## config.mk

```make
export PLATFORM = sky130hd
export DESIGN_NAME = obstacle_line_nav_controller_top_flat
export DESIGN_NICKNAME = d
export VERILOG_FILES = /design/src/hw/rtl/olnc_pkg.sv /design/src/hw/rtl/olnc_if.sv /design/src/hw/rtl/olnc_cfg.sv /design/src/hw/rtl/olnc_core.sv /design/src/hw/rtl/obstacle_line_nav_controller_top.sv /design/src/flat_wrapper.sv
export SDC_FILE = /design/constraint.sdc
export NUM_CORES = 1
export LEC_CHECK = 0
export ABC_AREA = 1
export BUFFER_PORTS_ARGS = -buffer_cell sky130_fd_sc_hd__buf_4
export CORE_MARGIN = 5
export CORE_UTILIZATION = 50
export DETAILED_ROUTE_END_ITERATION = 12
export GPL_ROUTABILITY_DRIVEN = 0
export PLACE_DENSITY = 0.73
export SLEW_MARGIN = 40
export SYNTH_ARGS = -nofsm -noshare
export SYNTH_HDL_FRONTEND = slang
export SYNTH_SLANG_ARGS = --single-unit
```

## constraint.sdc

```tcl
create_clock -name i_clk -period 6.7 [get_ports i_clk]
set_clock_uncertainty 0.1 [all_clocks]
set_input_delay 1.34 -clock i_clk [delete_from_list [all_inputs] [get_ports i_clk]]
set_output_delay 1.34 -clock i_clk [all_outputs]
set_load 0.02 [all_outputs]
```

## src/hw/rtl/olnc_pkg.sv

```systemverilog
package olnc_pkg;

    localparam int TIME_W   = 32;
    localparam int DIST_W   = 12;
    localparam int SPEED_W  = 8;
    localparam int CMD_W    = 3;
    localparam int NAVC_W   = 3;
    localparam int KIND_W   = 3;
    localparam int SOUND_W  = 2;
    localparam int APB_DW   = 32;
    localparam int APB_AW   = 5;

    localparam logic [TIME_W-1:0] UPDATE_PERIOD_MS = TIME_W'(100);
    localparam logic [TIME_W-1:0] SAFETY_PERIOD_MS = TIME_W'(500);
    localparam logic [DIST_W-1:0] OBSTACLE_MM      = DIST_W'(200);
    localparam logic [DIST_W-1:0] CLOSE_MM         = DIST_W'(150);

    localparam logic [SPEED_W-1:0] RST_BASE_SPEED    = SPEED_W'(150);
    localparam logic [SPEED_W-1:0] RST_TURN_SPEED    = SPEED_W'(120);
    localparam logic [SPEED_W-1:0] RST_AVOID_SPEED   = SPEED_W'(100);
    localparam logic [SPEED_W-1:0] RST_REVERSE_SPEED = SPEED_W'(100);
    localparam logic [TIME_W-1:0]  RST_STATE_TIMEOUT = TIME_W'(3000);
    localparam logic [TIME_W-1:0]  RST_MAX_OBSTACLE  = TIME_W'(10000);

    typedef enum logic [CMD_W-1:0] {
        CMD_TICK   = 3'd0,
        CMD_START  = 3'd1,
        CMD_STOP   = 3'd2,
        CMD_PAUSE  = 3'd3,
        CMD_RESUME = 3'd4,
        CMD_RESET  = 3'd5
    } t_cmd;

    // one-hot navigation state
    typedef enum logic [6:0] {
        NAV_FWD   = 7'b0000001,
        NAV_TL    = 7'b0000010,
        NAV_TR    = 7'b0000100,
        NAV_BACK  = 7'b0001000,
        NAV_PARK  = 7'b0010000,
        NAV_AL    = 7'b0100000,
        NAV_AR    = 7'b1000000
    } t_nav;

    typedef enum logic [NAVC_W-1:0] {
        NAVC_FWD  = 3'd0,
        NAVC_TL   = 3'd1,
        NAVC_TR   = 3'd2,
        NAVC_BACK = 3'd3,
        NAVC_STOP = 3'd4,
        NAVC_AL   = 3'd5,
        NAVC_AR   = 3'd6
    } t_nav_code;

    typedef enum logic [KIND_W-1:0] {
        DRV_FWD   = 3'd0,
        DRV_LEFT  = 3'd1,
        DRV_RIGHT = 3'd2,
        DRV_BACK  = 3'd3,
        DRV_STOP  = 3'd4
    } t_drive;

    typedef enum logic [SOUND_W-1:0] {
        SND_NONE  = 2'd0,
        SND_START = 2'd1,
        SND_OFF   = 2'd2,
        SND_SIREN = 2'd3
    } t_sound;

    typedef enum logic [2:0] {
        REG_BASE_SPEED    = 3'd0,
        REG_TURN_SPEED    = 3'd1,
        REG_AVOID_SPEED   = 3'd2,
        REG_REVERSE_SPEED = 3'd3,
        REG_STATE_TIMEOUT = 3'd4,
        REG_MAX_OBSTACLE  = 3'd5,
        REG_LINE_FOLLOW   = 3'd6,
        REG_SAFETY        = 3'd7
    } t_reg_idx;

    typedef struct packed {
        logic [SPEED_W-1:0] base_speed;
        logic [SPEED_W-1:0] turn_speed;
        logic [SPEED_W-1:0] avoid_speed;
        logic [SPEED_W-1:0] reverse_speed;
        logic [TIME_W-1:0]  state_timeout_ms;
        logic [TIME_W-1:0]  max_obstacle_ms;
        logic               line_follow_enable;
        logic               safety_enable;
    } t_cfg;

    typedef struct packed {
        logic [CMD_W-1:0]  cmd;
        logic [TIME_W-1:0] time_ms;
        logic              ir_left;
        logic              ir_center;
        logic              ir_right;
        logic [DIST_W-1:0] distance_mm;
    } t_item;

    typedef struct packed {
        logic [NAVC_W-1:0]  nav_state;
        logic               drive_valid;
        logic [KIND_W-1:0]  drive_kind;
        logic [SPEED_W-1:0] drive_speed;
        logic [SOUND_W-1:0] sound_code;
        logic               active_flag;
        logic               paused_flag;
        logic               obstacle_flag;
    } t_result;

    function automatic logic [NAVC_W-1:0] nav_code(input t_nav nav);
        logic [NAVC_W-1:0] code;
        unique case (nav)
            NAV_FWD:  code = NAVC_FWD;
            NAV_TL:   code = NAVC_TL;
            NAV_TR:   code = NAVC_TR;
            NAV_BACK: code = NAVC_BACK;
            NAV_AL:   code = NAVC_AL;
            NAV_AR:   code = NAVC_AR;
            default:  code = NAVC_STOP;
        endcase
        return code;
    endfunction

endpackage

```

## src/hw/rtl/olnc_if.sv

```systemverilog
interface olnc_in_if import olnc_pkg::*; ();
    logic              valid;
    logic              ready;
    logic [CMD_W-1:0]  cmd;
    logic [TIME_W-1:0] time_ms;
    logic              ir_left;
    logic              ir_center;
    logic              ir_right;
    logic [DIST_W-1:0] distance_mm;

    modport source (
        output valid, cmd, time_ms, ir_left, ir_center, ir_right, distance_mm,
        input  ready
    );
    modport sink (
        input  valid, cmd, time_ms, ir_left, ir_center, ir_right, distance_mm,
        output ready
    );
endinterface

interface olnc_out_if import olnc_pkg::*; ();
    logic               valid;
    logic               ready;
    logic [NAVC_W-1:0]  nav_state;
    logic               drive_valid;
    logic [KIND_W-1:0]  drive_kind;
    logic [SPEED_W-1:0] drive_speed;
    logic [SOUND_W-1:0] sound_code;
    logic               active_flag;
    logic               paused_flag;
    logic               obstacle_flag;

    modport source (
        output valid, nav_state, drive_valid, drive_kind, drive_speed, sound_code,
               active_flag, paused_flag, obstacle_flag,
        input  ready
    );
    modport sink (
        input  valid, nav_state, drive_valid, drive_kind, drive_speed, sound_code,
               active_flag, paused_flag, obstacle_flag,
        output ready
    );
endinterface

```

## src/hw/rtl/olnc_cfg.sv

```systemverilog
module olnc_cfg import olnc_pkg::*; (
    input  logic              i_clk,
    input  logic              i_rst_n,
    input  logic              psel,
    input  logic              penable,
    input  logic              pwrite,
    input  logic [APB_AW-1:0] paddr,
    input  logic [APB_DW-1:0] pwdata,
    output logic [APB_DW-1:0] prdata,
    output logic              pready,
    output t_cfg              o_cfg
);

    t_cfg     r_cfg;
    t_reg_idx idx;
    logic     wr_en;

    assign idx    = t_reg_idx'(paddr[APB_AW-1:2]);
    assign wr_en  = psel && penable && pwrite;
    assign pready = 1'b1;
    assign o_cfg  = r_cfg;

    always_ff @(posedge i_clk) begin
        if (!i_rst_n) begin
            r_cfg.base_speed         <= RST_BASE_SPEED;
            r_cfg.turn_speed         <= RST_TURN_SPEED;
            r_cfg.avoid_speed        <= RST_AVOID_SPEED;
            r_cfg.reverse_speed      <= RST_REVERSE_SPEED;
            r_cfg.state_timeout_ms   <= RST_STATE_TIMEOUT;
            r_cfg.max_obstacle_ms    <= RST_MAX_OBSTACLE;
            r_cfg.line_follow_enable <= 1'b1;
            r_cfg.safety_enable      <= 1'b1;
        end else if (wr_en) begin
            unique case (idx)
                REG_BASE_SPEED:    r_cfg.base_speed         <= pwdata[SPEED_W-1:0];
                REG_TURN_SPEED:    r_cfg.turn_speed         <= pwdata[SPEED_W-1:0];
                REG_AVOID_SPEED:   r_cfg.avoid_speed        <= pwdata[SPEED_W-1:0];
                REG_REVERSE_SPEED: r_cfg.reverse_speed      <= pwdata[SPEED_W-1:0];
                REG_STATE_TIMEOUT: r_cfg.state_timeout_ms   <= pwdata[TIME_W-1:0];
                REG_MAX_OBSTACLE:  r_cfg.max_obstacle_ms    <= pwdata[TIME_W-1:0];
                REG_LINE_FOLLOW:   r_cfg.line_follow_enable <= pwdata[0];
                REG_SAFETY:        r_cfg.safety_enable      <= pwdata[0];
                default: ;
            endcase
        end
    end

    always_comb begin
        unique case (idx)
            REG_BASE_SPEED:    prdata = APB_DW'(r_cfg.base_speed);
            REG_TURN_SPEED:    prdata = APB_DW'(r_cfg.turn_speed);
            REG_AVOID_SPEED:   prdata = APB_DW'(r_cfg.avoid_speed);
            REG_REVERSE_SPEED: prdata = APB_DW'(r_cfg.reverse_speed);
            REG_STATE_TIMEOUT: prdata = APB_DW'(r_cfg.state_timeout_ms);
            REG_MAX_OBSTACLE:  prdata = APB_DW'(r_cfg.max_obstacle_ms);
            REG_LINE_FOLLOW:   prdata = APB_DW'(r_cfg.line_follow_enable);
            REG_SAFETY:        prdata = APB_DW'(r_cfg.safety_enable);
            default:           prdata = '0;
        endcase
    end

endmodule

```

## src/hw/rtl/olnc_core.sv

```systemverilog
module olnc_core import olnc_pkg::*; (
    input  logic    i_clk,
    input  logic    i_rst_n,
    input  logic    i_adv,
    input  t_item   i_item,
    input  t_cfg    i_cfg,
    output t_result o_res
);

    logic              r_running, n_running;
    logic              r_halted, n_halted;
    t_nav              r_nav, n_nav;
    logic [TIME_W-1:0] r_last_tick, n_last_tick;
    logic [TIME_W-1:0] r_entry, n_entry;
    logic              r_obs_seen, n_obs_seen;
    logic [TIME_W-1:0] r_since, n_since;
    logic [TIME_W-1:0] r_last_safety, n_last_safety;
    logic              r_line_left, n_line_left;

    logic [TIME_W-1:0] now;
    logic              l, c, r;
    logic              tick_ok, obs, safe_chk, fire;
    logic [TIME_W-1:0] since_nx;
    t_nav              nav1, nav2, target;
    logic              has_target, changed, timeout;
    logic              line_left_nx;
    logic [SPEED_W-1:0] t_speed;
    logic [KIND_W-1:0]  t_kind;

    assign now = i_item.time_ms;
    assign l   = i_item.ir_left;
    assign c   = i_item.ir_center;
    assign r   = i_item.ir_right;

    // tick datapath
    always_comb begin
        tick_ok  = r_running && !r_halted && ((now - r_last_tick) >= UPDATE_PERIOD_MS);
        obs      = l || c || r || (i_item.distance_mm < OBSTACLE_MM);
        since_nx = !obs ? '0 : ((r_since == '0) ? now : r_since);
        safe_chk = i_cfg.safety_enable && ((now - r_last_safety) >= SAFETY_PERIOD_MS);
        // a freshly recorded obstacle start gives a zero span, so only r_since matters
        fire     = safe_chk && obs && (r_since != '0) &&
                   ((now - r_since) > i_cfg.max_obstacle_ms);
        nav1     = fire ? NAV_PARK : r_nav;

        has_target   = 1'b0;
        target       = NAV_FWD;
        line_left_nx = r_line_left;
        if (obs) begin
            if (c) begin
                has_target = 1'b1;
                if (i_item.distance_mm < CLOSE_MM) target = NAV_BACK;
                else if (!l && r)                  target = NAV_AL;
                else if (l && !r)                  target = NAV_AR;
                else                               target = NAV_BACK;
            end else if (l) begin
                has_target = 1'b1;
                target     = NAV_AR;
            end else if (r) begin
                has_target = 1'b1;
                target     = NAV_AL;
            end
        end else if (i_cfg.line_follow_enable) begin
            has_target = 1'b1;
            if (l && c && r) begin
                target = NAV_FWD;  line_left_nx = 1'b0;
            end else if (l && c) begin
                target = NAV_TL;   line_left_nx = 1'b1;
            end else if (c && r) begin
                target = NAV_TR;   line_left_nx = 1'b0;
            end else if (l) begin
                target = NAV_TL;   line_left_nx = 1'b1;
            end else if (r) begin
                target = NAV_TR;   line_left_nx = 1'b0;
            end else begin
                target = r_line_left ? NAV_TL : NAV_TR;
            end
        end

        nav2    = has_target ? target : nav1;
        changed = (fire && (r_nav != NAV_PARK)) || (has_target && (target != nav1));
        // after an entry-time update the span is zero, so the timeout cannot fire
        timeout = !changed && ((now - r_entry) > i_cfg.state_timeout_ms) &&
                  ((nav2 == NAV_BACK) || (nav2 == NAV_AL) || (nav2 == NAV_AR));

        unique case (nav2)
            NAV_FWD:  begin t_kind = DRV_FWD;   t_speed = i_cfg.base_speed;    end
            NAV_TL:   begin t_kind = DRV_LEFT;  t_speed = i_cfg.turn_speed;    end
            NAV_TR:   begin t_kind = DRV_RIGHT; t_speed = i_cfg.turn_speed;    end
            NAV_BACK: begin t_kind = DRV_BACK;  t_speed = i_cfg.reverse_speed; end
            NAV_AL:   begin t_kind = DRV_LEFT;  t_speed = i_cfg.avoid_speed;   end
            NAV_AR:   begin t_kind = DRV_RIGHT; t_speed = i_cfg.avoid_speed;   end
            default:  begin t_kind = DRV_STOP;  t_speed = '0;                  end
        endcase
    end

    // command decode
    always_comb begin
        n_running     = r_running;
        n_halted      = r_halted;
        n_nav         = r_nav;
        n_last_tick   = r_last_tick;
        n_entry       = r_entry;
        n_obs_seen    = r_obs_seen;
        n_since       = r_since;
        n_last_safety = r_last_safety;
        n_line_left   = r_line_left;
        o_res         = '0;

        unique case (t_cmd'(i_item.cmd))
            CMD_TICK: begin
                if (tick_ok) begin
                    n_obs_seen        = obs;
                    n_since           = since_nx;
                    n_line_left       = line_left_nx;
                    n_last_tick       = now;
                    n_nav             = timeout ? NAV_FWD : nav2;
                    n_entry           = (changed || timeout) ? now : r_entry;
                    if (safe_chk) n_last_safety = now;
                    o_res.drive_valid = 1'b1;
                    o_res.drive_kind  = t_kind;
                    o_res.drive_speed = t_speed;
                    if (fire) o_res.sound_code = SND_SIREN;
                end
            end
            CMD_START: begin
                if (!r_running) begin
                    n_running        = 1'b1;
                    n_halted         = 1'b0;
                    n_nav            = NAV_FWD;
                    n_entry          = now;
                    n_last_tick      = now;
                    o_res.sound_code = SND_START;
                end
            end
            CMD_STOP, CMD_RESET: begin
                if (r_running) begin
                    n_running         = 1'b0;
                    n_halted          = 1'b0;
                    n_nav             = NAV_PARK;
                    o_res.drive_valid = 1'b1;
                    o_res.drive_kind  = DRV_STOP;
                    o_res.sound_code  = SND_OFF;
                end
                if (t_cmd'(i_item.cmd) == CMD_RESET) begin
                    n_nav       = NAV_FWD;
                    n_entry     = '0;
                    n_obs_seen  = 1'b0;
                    n_line_left = 1'b0;
                end
            end
            CMD_PAUSE: begin
                if (r_running && !r_halted) begin
                    n_halted          = 1'b1;
                    n_nav             = NAV_PARK;
                    o_res.drive_valid = 1'b1;
                    o_res.drive_kind  = DRV_STOP;
                end
            end
            CMD_RESUME: begin
                if (r_running && r_halted) begin
                    n_halted = 1'b0;
                    n_nav    = NAV_FWD;
                    n_entry  = now;
                end
            end
            default: ;
        endcase

        o_res.nav_state     = nav_code(n_nav);
        o_res.active_flag   = n_running;
        o_res.paused_flag   = n_halted;
        o_res.obstacle_flag = n_obs_seen;
    end

    always_ff @(posedge i_clk) begin
        if (!i_rst_n) begin
            r_running     <= 1'b0;
            r_halted      <= 1'b0;
            r_nav         <= NAV_FWD;
            r_last_tick   <= '0;
            r_entry       <= '0;
            r_obs_seen    <= 1'b0;
            r_since       <= '0;
            r_last_safety <= '0;
            r_line_left   <= 1'b0;
        end else if (i_adv) begin
            r_running     <= n_running;
            r_halted      <= n_halted;
            r_nav         <= n_nav;
            r_last_tick   <= n_last_tick;
            r_entry       <= n_entry;
            r_obs_seen    <= n_obs_seen;
            r_since       <= n_since;
            r_last_safety <= n_last_safety;
            r_line_left   <= n_line_left;
        end
    end

endmodule

```

## src/hw/rtl/obstacle_line_nav_controller_top.sv

```systemverilog
// Rover navigation controller.
// Input channel i_in carries commands (tick, start, stop, pause, resume,
// reset) with a millisecond timestamp, three IR flags and a distance.
// Output channel o_out returns exactly one result per command: nav state,
// motor command with speed, sound code and the active/paused/obstacle flags.
// Both channels transfer on valid && ready at the rising clock edge.
// A command lands in the input register r_item when it transfers, and the
// result register r_res loads from it once the output is free or taken.
// Throughput: one command per cycle while the receiver does not stall; the
// whole decision is combinational between the input and result registers,
// and the nav state registers update with r_res, so the next command sees them.
// When the receiver stalls, the result register holds and the input register
// still takes one more command; after that ready drops until the result moves.
// Configuration registers sit on the APB port at byte address 4*index and
// are meant to be written while the block is idle.
// Synchronous reset i_rst_n clears the channels, the nav state (forward,
// not running) and loads the default speeds and time limits.
module obstacle_line_nav_controller_top import olnc_pkg::*; (
    input  logic              i_clk,
    input  logic              i_rst_n,
    olnc_in_if.sink           i_in,
    olnc_out_if.source        o_out,
    input  logic              psel,
    input  logic              penable,
    input  logic              pwrite,
    input  logic [APB_AW-1:0] paddr,
    input  logic [APB_DW-1:0] pwdata,
    output logic [APB_DW-1:0] prdata,
    output logic              pready
);

    t_cfg    cfg;
    t_result res;
    t_item   r_item;
    logic    r_in_valid;
    t_result r_res;
    logic    r_out_valid;
    logic    adv;

    olnc_cfg u_cfg (
        .i_clk   (i_clk),
        .i_rst_n (i_rst_n),
        .psel    (psel),
        .penable (penable),
        .pwrite  (pwrite),
        .paddr   (paddr),
        .pwdata  (pwdata),
        .prdata  (prdata),
        .pready  (pready),
        .o_cfg   (cfg)
    );

    olnc_core u_core (
        .i_clk   (i_clk),
        .i_rst_n (i_rst_n),
        .i_adv   (adv),
        .i_item  (r_item),
        .i_cfg   (cfg),
        .o_res   (res)
    );

    assign adv        = r_in_valid && (!r_out_valid || o_out.ready);
    assign i_in.ready = !r_in_valid || adv;

    always_ff @(posedge i_clk) begin
        if (!i_rst_n) begin
            r_in_valid <= 1'b0;
        end else if (i_in.valid && i_in.ready) begin
            r_in_valid <= 1'b1;
        end else if (adv) begin
            r_in_valid <= 1'b0;
        end
    end

    always_ff @(posedge i_clk) begin
        if (i_in.valid && i_in.ready) begin
            r_item.cmd         <= i_in.cmd;
            r_item.time_ms     <= i_in.time_ms;
            r_item.ir_left     <= i_in.ir_left;
            r_item.ir_center   <= i_in.ir_center;
            r_item.ir_right    <= i_in.ir_right;
            r_item.distance_mm <= i_in.distance_mm;
        end
    end

    always_ff @(posedge i_clk) begin
        if (!i_rst_n) begin
            r_out_valid <= 1'b0;
        end else if (adv) begin
            r_out_valid <= 1'b1;
        end else if (o_out.ready) begin
            r_out_valid <= 1'b0;
        end
    end

    always_ff @(posedge i_clk) begin
        if (adv) begin
            r_res <= res;
        end
    end

    assign o_out.valid         = r_out_valid;
    assign o_out.nav_state     = r_res.nav_state;
    assign o_out.drive_valid   = r_res.drive_valid;
    assign o_out.drive_kind    = r_res.drive_kind;
    assign o_out.drive_speed   = r_res.drive_speed;
    assign o_out.sound_code    = r_res.sound_code;
    assign o_out.active_flag   = r_res.active_flag;
    assign o_out.paused_flag   = r_res.paused_flag;
    assign o_out.obstacle_flag = r_res.obstacle_flag;

endmodule

```

## src/flat_wrapper.sv

```systemverilog
// flat-port wrapper written by rule: the top's interface ports become plain ports
module obstacle_line_nav_controller_top_flat import olnc_pkg::*;
  (i_clk, i_rst_n, psel, penable, pwrite, paddr, pwdata, prdata, pready, i_in_valid, i_in_cmd, i_in_time_ms, i_in_ir_left, i_in_ir_center, i_in_ir_right, i_in_distance_mm, i_in_ready, o_out_valid, o_out_nav_state, o_out_drive_valid, o_out_drive_kind, o_out_drive_speed, o_out_sound_code, o_out_active_flag, o_out_paused_flag, o_out_obstacle_flag, o_out_ready);
  olnc_in_if i_in_i ();
  olnc_out_if o_out_i ();
  input  logic i_clk;
  input  logic i_rst_n;
  input  logic psel;
  input  logic penable;
  input  logic pwrite;
  input  logic [APB_AW-1:0] paddr;
  input  logic [APB_DW-1:0] pwdata;
  output logic [APB_DW-1:0] prdata;
  output logic pready;
  input wire logic [$bits(i_in_i.valid)-1:0] i_in_valid;
  input wire logic [$bits(i_in_i.cmd)-1:0] i_in_cmd;
  input wire logic [$bits(i_in_i.time_ms)-1:0] i_in_time_ms;
  input wire logic [$bits(i_in_i.ir_left)-1:0] i_in_ir_left;
  input wire logic [$bits(i_in_i.ir_center)-1:0] i_in_ir_center;
  input wire logic [$bits(i_in_i.ir_right)-1:0] i_in_ir_right;
  input wire logic [$bits(i_in_i.distance_mm)-1:0] i_in_distance_mm;
  output wire logic [$bits(i_in_i.ready)-1:0] i_in_ready;
  output wire logic [$bits(o_out_i.valid)-1:0] o_out_valid;
  output wire logic [$bits(o_out_i.nav_state)-1:0] o_out_nav_state;
  output wire logic [$bits(o_out_i.drive_valid)-1:0] o_out_drive_valid;
  output wire logic [$bits(o_out_i.drive_kind)-1:0] o_out_drive_kind;
  output wire logic [$bits(o_out_i.drive_speed)-1:0] o_out_drive_speed;
  output wire logic [$bits(o_out_i.sound_code)-1:0] o_out_sound_code;
  output wire logic [$bits(o_out_i.active_flag)-1:0] o_out_active_flag;
  output wire logic [$bits(o_out_i.paused_flag)-1:0] o_out_paused_flag;
  output wire logic [$bits(o_out_i.obstacle_flag)-1:0] o_out_obstacle_flag;
  input wire logic [$bits(o_out_i.ready)-1:0] o_out_ready;
  assign i_in_i.valid = i_in_valid;
  assign i_in_i.cmd = i_in_cmd;
  assign i_in_i.time_ms = i_in_time_ms;
  assign i_in_i.ir_left = i_in_ir_left;
  assign i_in_i.ir_center = i_in_ir_center;
  assign i_in_i.ir_right = i_in_ir_right;
  assign i_in_i.distance_mm = i_in_distance_mm;
  assign i_in_ready = i_in_i.ready;
  assign o_out_valid = o_out_i.valid;
  assign o_out_nav_state = o_out_i.nav_state;
  assign o_out_drive_valid = o_out_i.drive_valid;
  assign o_out_drive_kind = o_out_i.drive_kind;
  assign o_out_drive_speed = o_out_i.drive_speed;
  assign o_out_sound_code = o_out_i.sound_code;
  assign o_out_active_flag = o_out_i.active_flag;
  assign o_out_paused_flag = o_out_i.paused_flag;
  assign o_out_obstacle_flag = o_out_i.obstacle_flag;
  assign o_out_i.ready = o_out_ready;
  obstacle_line_nav_controller_top u_core (.i_clk(i_clk), .i_rst_n(i_rst_n), .i_in(i_in_i), .o_out(o_out_i), .psel(psel), .penable(penable), .pwrite(pwrite), .paddr(paddr), .pwdata(pwdata), .prdata(prdata), .pready(pready));
endmodule
```

# Word level (Yosys, flattened, before mapping)
# Index checks and enable logic that the tools add are counted.
# word_totals
regBits	309
# op_classes
addsub	4
n_lt_le_gt_ge	6
eq_ne	35
n_mux	74
n_reduce_logical	63
# ops
operator	count
32-bit two-way mux	8
32-bit one-hot mux with 8 select lines	1
32-bit one-hot mux with 4 select lines	1
32-bit subtractor	4
7-bit two-way mux	15
32-bit > comparator	2
32-bit one-hot mux with 2 select lines	1
7-bit one-hot mux with 5 select lines	1
32-bit by 7-bit >= comparator with 1-bit output (second input constant)	1
32-bit by 9-bit >= comparator with 1-bit output (second input constant)	1
32-bit logical NOT	1
8-bit one-hot mux with 4 select lines	1
32-bit nonzero test	1
1-bit two-way mux	25
12-bit by 8-bit less-than comparator with 1-bit output (second input constant)	2
3-bit two-way mux	7
1-bit logical AND	20
3-bit == test (second input constant)	6
3-bit one-hot mux with 6 select lines	1
2-bit AND reduction	9
7-bit by 1-bit == test with 1-bit output (second input constant)	2
7-bit by 2-bit == test with 1-bit output (second input constant)	2
7-bit by 3-bit == test with 1-bit output (second input constant)	2
7-bit by 4-bit == test with 1-bit output (second input constant)	2
other kinds (26)	66

# Logic depth before layout (Yosys ltp)
# depth
depth_word	19
depth_mapped	49
ltp_nobuf	49

# Hierarchy
# A second synthesis with hierarchy kept.
# unflattened
cells_unflattened	3082
area_unflattened_um2	21643.3
# modules_own_cells
module	instances	cells_per_inst	area_each_um2	seq_area_each_um2
olnc_core	1	2413	15168.3	2782.7
olnc_cfg	1	586	4277.9	1961.9
obstacle_line_nav_controller_top	1	83	2197.1	2142.1

# Worst setup path before layout
# Ideal clock, no wire load.
# synth_timing
kind	register to register
start	register u_core.r_item[15] in the netlist's numbering
end	register u_core.r_res, in the netlist u_core.o_out.nav_state[2] (data pin)
setup_ns	0.253
arrival_time_ns	5.867
path_slack_ns	0.481
stages_incl_launch_ff	48
n_path_buf	1
period_less_slack_ns	6.219
cell_sequence	edfxtp_1 > inv_1 > ha_1 > inv_1 > fa_1 > nand3_1 > nand2_1 > a21oi_1 > o21bai_1 > nand2_1 > nand2_1 > a21oi_1 > o21ai_1 > a21oi_1 > o21ai_1 > nand2_1 > nand2_1 > nand2_1 > [... 12 more ...] > inv_1 > nor4_1 > nand2_1 > a21oi_1 > nand3_4 > buf_6 > nand3_1 > nand2_2 > nor2_1 > nand2_2 > nand3_2 > nand3_4 > nand2_1 > nand4_1 > nor2_4 > nand2_1 > nor2_1 > nor2_1
# synth_rtl
item	line	rtl
start: declaration	obstacle_line_nav_controller_top.sv:34	t_item r_item;
end signal: assignment	obstacle_line_nav_controller_top.sv:98	r_res <= res;
end: declaration	obstacle_line_nav_controller_top.sv:36	t_result r_res;

# Final worst setup path
# layout_timing
start	register u_core.r_item[15] in the netlist's numbering
end	register u_core.u_core.r_entry[22]
# layout_between
elab_chain_len	16
elab_cells_between_ends	31
classes_between	4 x add/sub; 4 x order compare; 6 x eq/ne; 2 x mux; 15 x reduce/logical
# layout_lines
item	line	rtl
32-bit subtractor	olnc_core.sv:40	safe_chk = i_cfg.safety_enable && ((now - r_last_safety) >= SAFETY_PERIOD_MS);
32-bit by 9-bit >= comparator with 1-bit output	olnc_core.sv:40	
1-bit logical AND	olnc_core.sv:40	
1-bit logical AND (3 in series)	olnc_core.sv:42	fire = safe_chk && obs && (r_since != '0) &&
7-bit two-way mux	olnc_core.sv:44	nav1 = fire ? NAV_PARK : r_nav;
7-bit inequality test	olnc_core.sv:81	changed = (fire && (r_nav != NAV_PARK)) || (has_target && (target != nav1));
1-bit logical AND	olnc_core.sv:81	
1-bit logical OR	olnc_core.sv:81	
1-bit logical NOT	olnc_core.sv:83	timeout = !changed && ((now - r_entry) > i_cfg.state_timeout_ms) &&
1-bit logical AND (2 in series)	olnc_core.sv:83	
1-bit logical OR	olnc_core.sv:118	n_entry = (changed || timeout) ? now : r_entry;
2-bit inequality test (no line)	--	
7-bit AND reduction (no line) *	--	
end signal: assignment	olnc_core.sv:192	r_entry <= n_entry;
end: declaration	olnc_core.sv:14	logic [TIME_W-1:0] r_entry, n_entry;
# Every way passes the cells marked *; elsewhere a longest branch is shown, timed or not.
# A chain may end at the register's enable or synchronous reset.

==> flow_summary_export.csv <==
group,metric,value,unit
sta,max_freq,0.1474,GHz
place,port_buffers,144,
global_routing,antenna_found_initial,0,
floorplanning,fp.dieArea,46820,um2
run_status,status,"complete, but fails checks",
yosys,ys_seq_area_frac,0.3220,
cells_and_area,fill_cells,3787,
yosys,yosysWarningCount,0,
detailed_routing,routed_wl,60060,um
clock_network,numCtsBuffers,38,
global_routing,grt_max_degree,86,
floorplanning,io_pins,149,
floorplanning,dieWidth,216.4,um
job,cap_violations,0,
clock_network,h-tree-depth,2,
detailed_routing,via_count,20750,
cells_and_area,nNetsFinal,3486,
worst_hold_path,hold_path.class,"flip-flop to flip-flop",
sta,whs,0.3592,ns
sta,finalHoldViolations,0,
critical_path,setup.worst_path.start,"u_core.r_item[15]",
critical_path,cp-start-kind,"flip-flop",
clock_network,cts_buffer_depth,3,
sta,tightest_slew,0.9322,ns
cells_and_area,layout_common_cells,"nand2_1, inv_1, a21oi_1, dfxtp_1, buf_4",
critical_path,cp.arrival,7.07,ns
cells_and_area,syn2layout_area_growth,18.57,%
detailed_routing,post-route-drc-count,0,
cells_and_area,fin_cells,3764,
critical_path,timing_worst_setup_path_type,"flip-flop to flip-flop",
global_routing,grt-busiest-layer,"met2",
critical_path,cp_common_cell,"nand2_1",
global_routing,grt_pass1_wl,94990,um
sta,slew_viol_final,0,
place,dp.cells,3675,
detailed_routing,antenna_left,0,
power,irDropWorstVdd,0.2017,mV
place,pre_cts_ws,-0.2356,ns
sta,finalWorstSetupSlack,-0.08458,ns
cells_and_area,layout-drive-gt1-share,0.1457,
critical_path,cp.required,6.99,ns
global_routing,met3_usage,0.03447,
cells_and_area,utilization,0.6006,
critical_path,worst_setup_path_end_kind,"flip-flop",
detailed_routing,via_per_inst,5.512,
floorplanning,core.rowCount,75,
critical_path,reg2reg_from,"u_core.r_item[15]",
critical_path,rrSetupSlack,-0.08,ns
clock_network,cts-root-buf,"clkbuf_16",
yosys,ys.flop_type,"dfxtp_1",
clock_network,clock-sinks,308,
global_routing,grt_pass1_vias,19110,
critical_path,cpMaxStageDelayCell,"edfxtp_1",
clock_network,clock_latency,0.56,ns
yosys,ys_seq_elements,308,
yosys,synth_cells,2983,
global_routing,gr-total-overflow,0,
floorplanning,fp.dieH,216.4,um
floorplanning,start_util,0.5065,
sta,fin_crit_sh,1.013,
detailed_routing,routedWlPerCell,15.96,um
cells_and_area,n_antenna_cell,0,
yosys,synthArstFlopShare,0,
yosys,syn_area,21290,um2
power,power,5.326,mW
sta,setup_viol,29,
critical_path,r2r_end,"u_core.u_core.r_entry[22]",
floorplanning,core-area,42040,um2
yosys,synth-edff-count,69,
cells_and_area,final_common_cell,"nand2_1",
global_routing,groute.usage.overall,0.2416,
sta,relSlewSlack,0.3785,
global_routing,grt.met2_usage,0.4272,
critical_path,cp_slowest_stage_delay,0.42,ns
critical_path,crit_path_max_fanout,11,
yosys,syn_area_per_cell,7.139,um2
yosys,ys_types,58,
run_status,violations,"setup timing",
detailed_routing,dr.pass1.iters,6,
clock_network,cts_tree,"built",
critical_path,cp-endpoint,"u_core.u_core.r_entry[22]",
clock_network,path_clk_slew,0.06,ns
power,p_leak,11.42,nW
clock_network,ctsHoldBuffers,0,
yosys,synth_nets,3272,
sta,period_minus_slack,6.785,ns
detailed_routing,drt_iter0_drc,1425,
place,hpwl,44930,um
sta,rsz0062_at_grt,"true",
power,p_per_area,210.9,nW/um2
global_routing,met1_usage,0.3038,
critical_path,reg2reg_depth,49,
==> cell families (layout without fill, tap and decap cells) <==
family,count (synthesis),count (layout),share of synthesized area
compound gates,770,770,0.2111
simple gates,1019,1020,0.2037
fa+ha+maj,195,195,0.1160
buf+inv,592,833,0.1068
xor+xnor,98,98,0.04031
other cells,1,1,0.0001761
flops,308,308,0.3220
==> layer usage <==
metal | vias to the layer above | routed length [um]
met2 | 713 | 29270
met5 | - | 0
li1 | 10400 | -
met1 | 9501 | 25280
met3 | 135 | 3558
met4 | 0 | 1955
==> critical path, delay by kind of cell (launching register included) <==
kind                       cells  cell delay, ns
buffers and inverters          9            1.19
xor gates and xnor gates       1            0.18
AOI/OAI and AO/OA             13            1.77
adders and majority gates      3            0.78
and+or+nand+nor               23            2.16
DFF                            1            0.42
==> per-stage QoR <==
step	TNS (ns)	instance area, um2
3_5_place_dp	-3.582	23390
3_3_place_gp	-0.2014	23370
5_1_grt	-18.65	25250
6_report	-0.8028	25250
2_1_floorplan	0	21290
4_1_cts	0	24780
==> worst min-delay path by stage <==
stage                                    from                              to  slack [ns]  depth (start not counted)
5_1_grt          u_core.u_core.r_last_tick[4]    u_core.u_core.r_last_tick[4]        0.38                          2
3_5_place_dp    u_core.u_core.r_last_tick[31]   u_core.u_core.r_last_tick[31]        0.35                          2
3_3_place_gp     u_core.u_core.r_last_tick[0]    u_core.u_core.r_last_tick[0]        0.35                          2
4_1_cts          u_core.u_core.r_last_tick[0]    u_core.u_core.r_last_tick[0]        0.36                          2
6_report       u_core.u_core.r_last_safety[2]  u_core.u_core.r_last_safety[2]        0.36                          2
2_1_floorplan       u_core.u_core.r_line_left       u_core.u_core.r_line_left        0.32                          2
==> timing repair <==
| item | CTS | global route |
|---|---|---|
| pin swaps | 4 | 18 |
| setup endpoints to repair | 45 | 52 |
| cloned | 1 | 5 |
| gates resized for setup | 18 | 72 |
| setup buffers | 4 | 11 |
==> report_power, final <==
group	switching [mW]	internal (mW)
Clock	0.839	1.32
Sequential	0.0396	1.95
Combinational	0.712	0.461
==> registers in the layout (all words and copies together) (netlist names) <==
name	count
u_core.u_core.r_running	1
u_core.o_out.active_flag	1
u_core.u_core.r_since	32
u_core.u_core.r_last_tick	32
u_core.u_core.r_nav	7
u_core.u_cfg.o_cfg	98
u_core.o_out.paused_flag	1
u_core.o_out.drive_speed	8
u_core.r_item	49
u_core.o_out.nav_state	3
u_core.r_in_valid	1
u_core.u_core.r_obs_seen	1
u_core.o_out.drive_valid	1
u_core.u_core.r_last_safety	32
u_core.u_core.r_halted	1
u_core.u_core.r_entry	32
u_core.o_out.sound_code	2
u_core.o_out.valid	1
u_core.o_out.obstacle_flag	1
u_core.u_core.r_line_left	1
u_core.o_out.drive_kind	3
==> final cells by class <==
cell class              count  area (um2)  area share
well taps                 539       674.4     0.02671
clock inverters            17       226.5    0.008970
flip-flops and latches    308        6857      0.2716
repair buffers            252        1998     0.07914
multi-input cells        2084       12490      0.4947
clock buffers              51        1071     0.04242
inverters                 513        1932     0.07651
==> Yosys cell counts (12+ instances only) <==
master / count / area share
a211oi_1: 43 / 0.015
a211oi_2: 30 / 0.018
a21oi_1: 361 / 0.085
clkbuf_1: 66 / 0.012
dfxtp_1: 239 / 0.22
edfxtp_1: 69 / 0.097
ha_1: 191 / 0.11
inv_1: 497 / 0.088
inv_2: 12 / 0.0021
nand2_1: 576 / 0.10
nand3_1: 119 / 0.028
nand4_1: 36 / 0.011
nor2_1: 200 / 0.035
nor3_1: 33 / 0.0078
nor4_1: 14 / 0.0041
o21ai_0: 210 / 0.049
o22ai_1: 27 / 0.0079
xnor2_1: 33 / 0.014
xor2_1: 65 / 0.027
No activity file was read; power rests on OpenSTA's default activity.
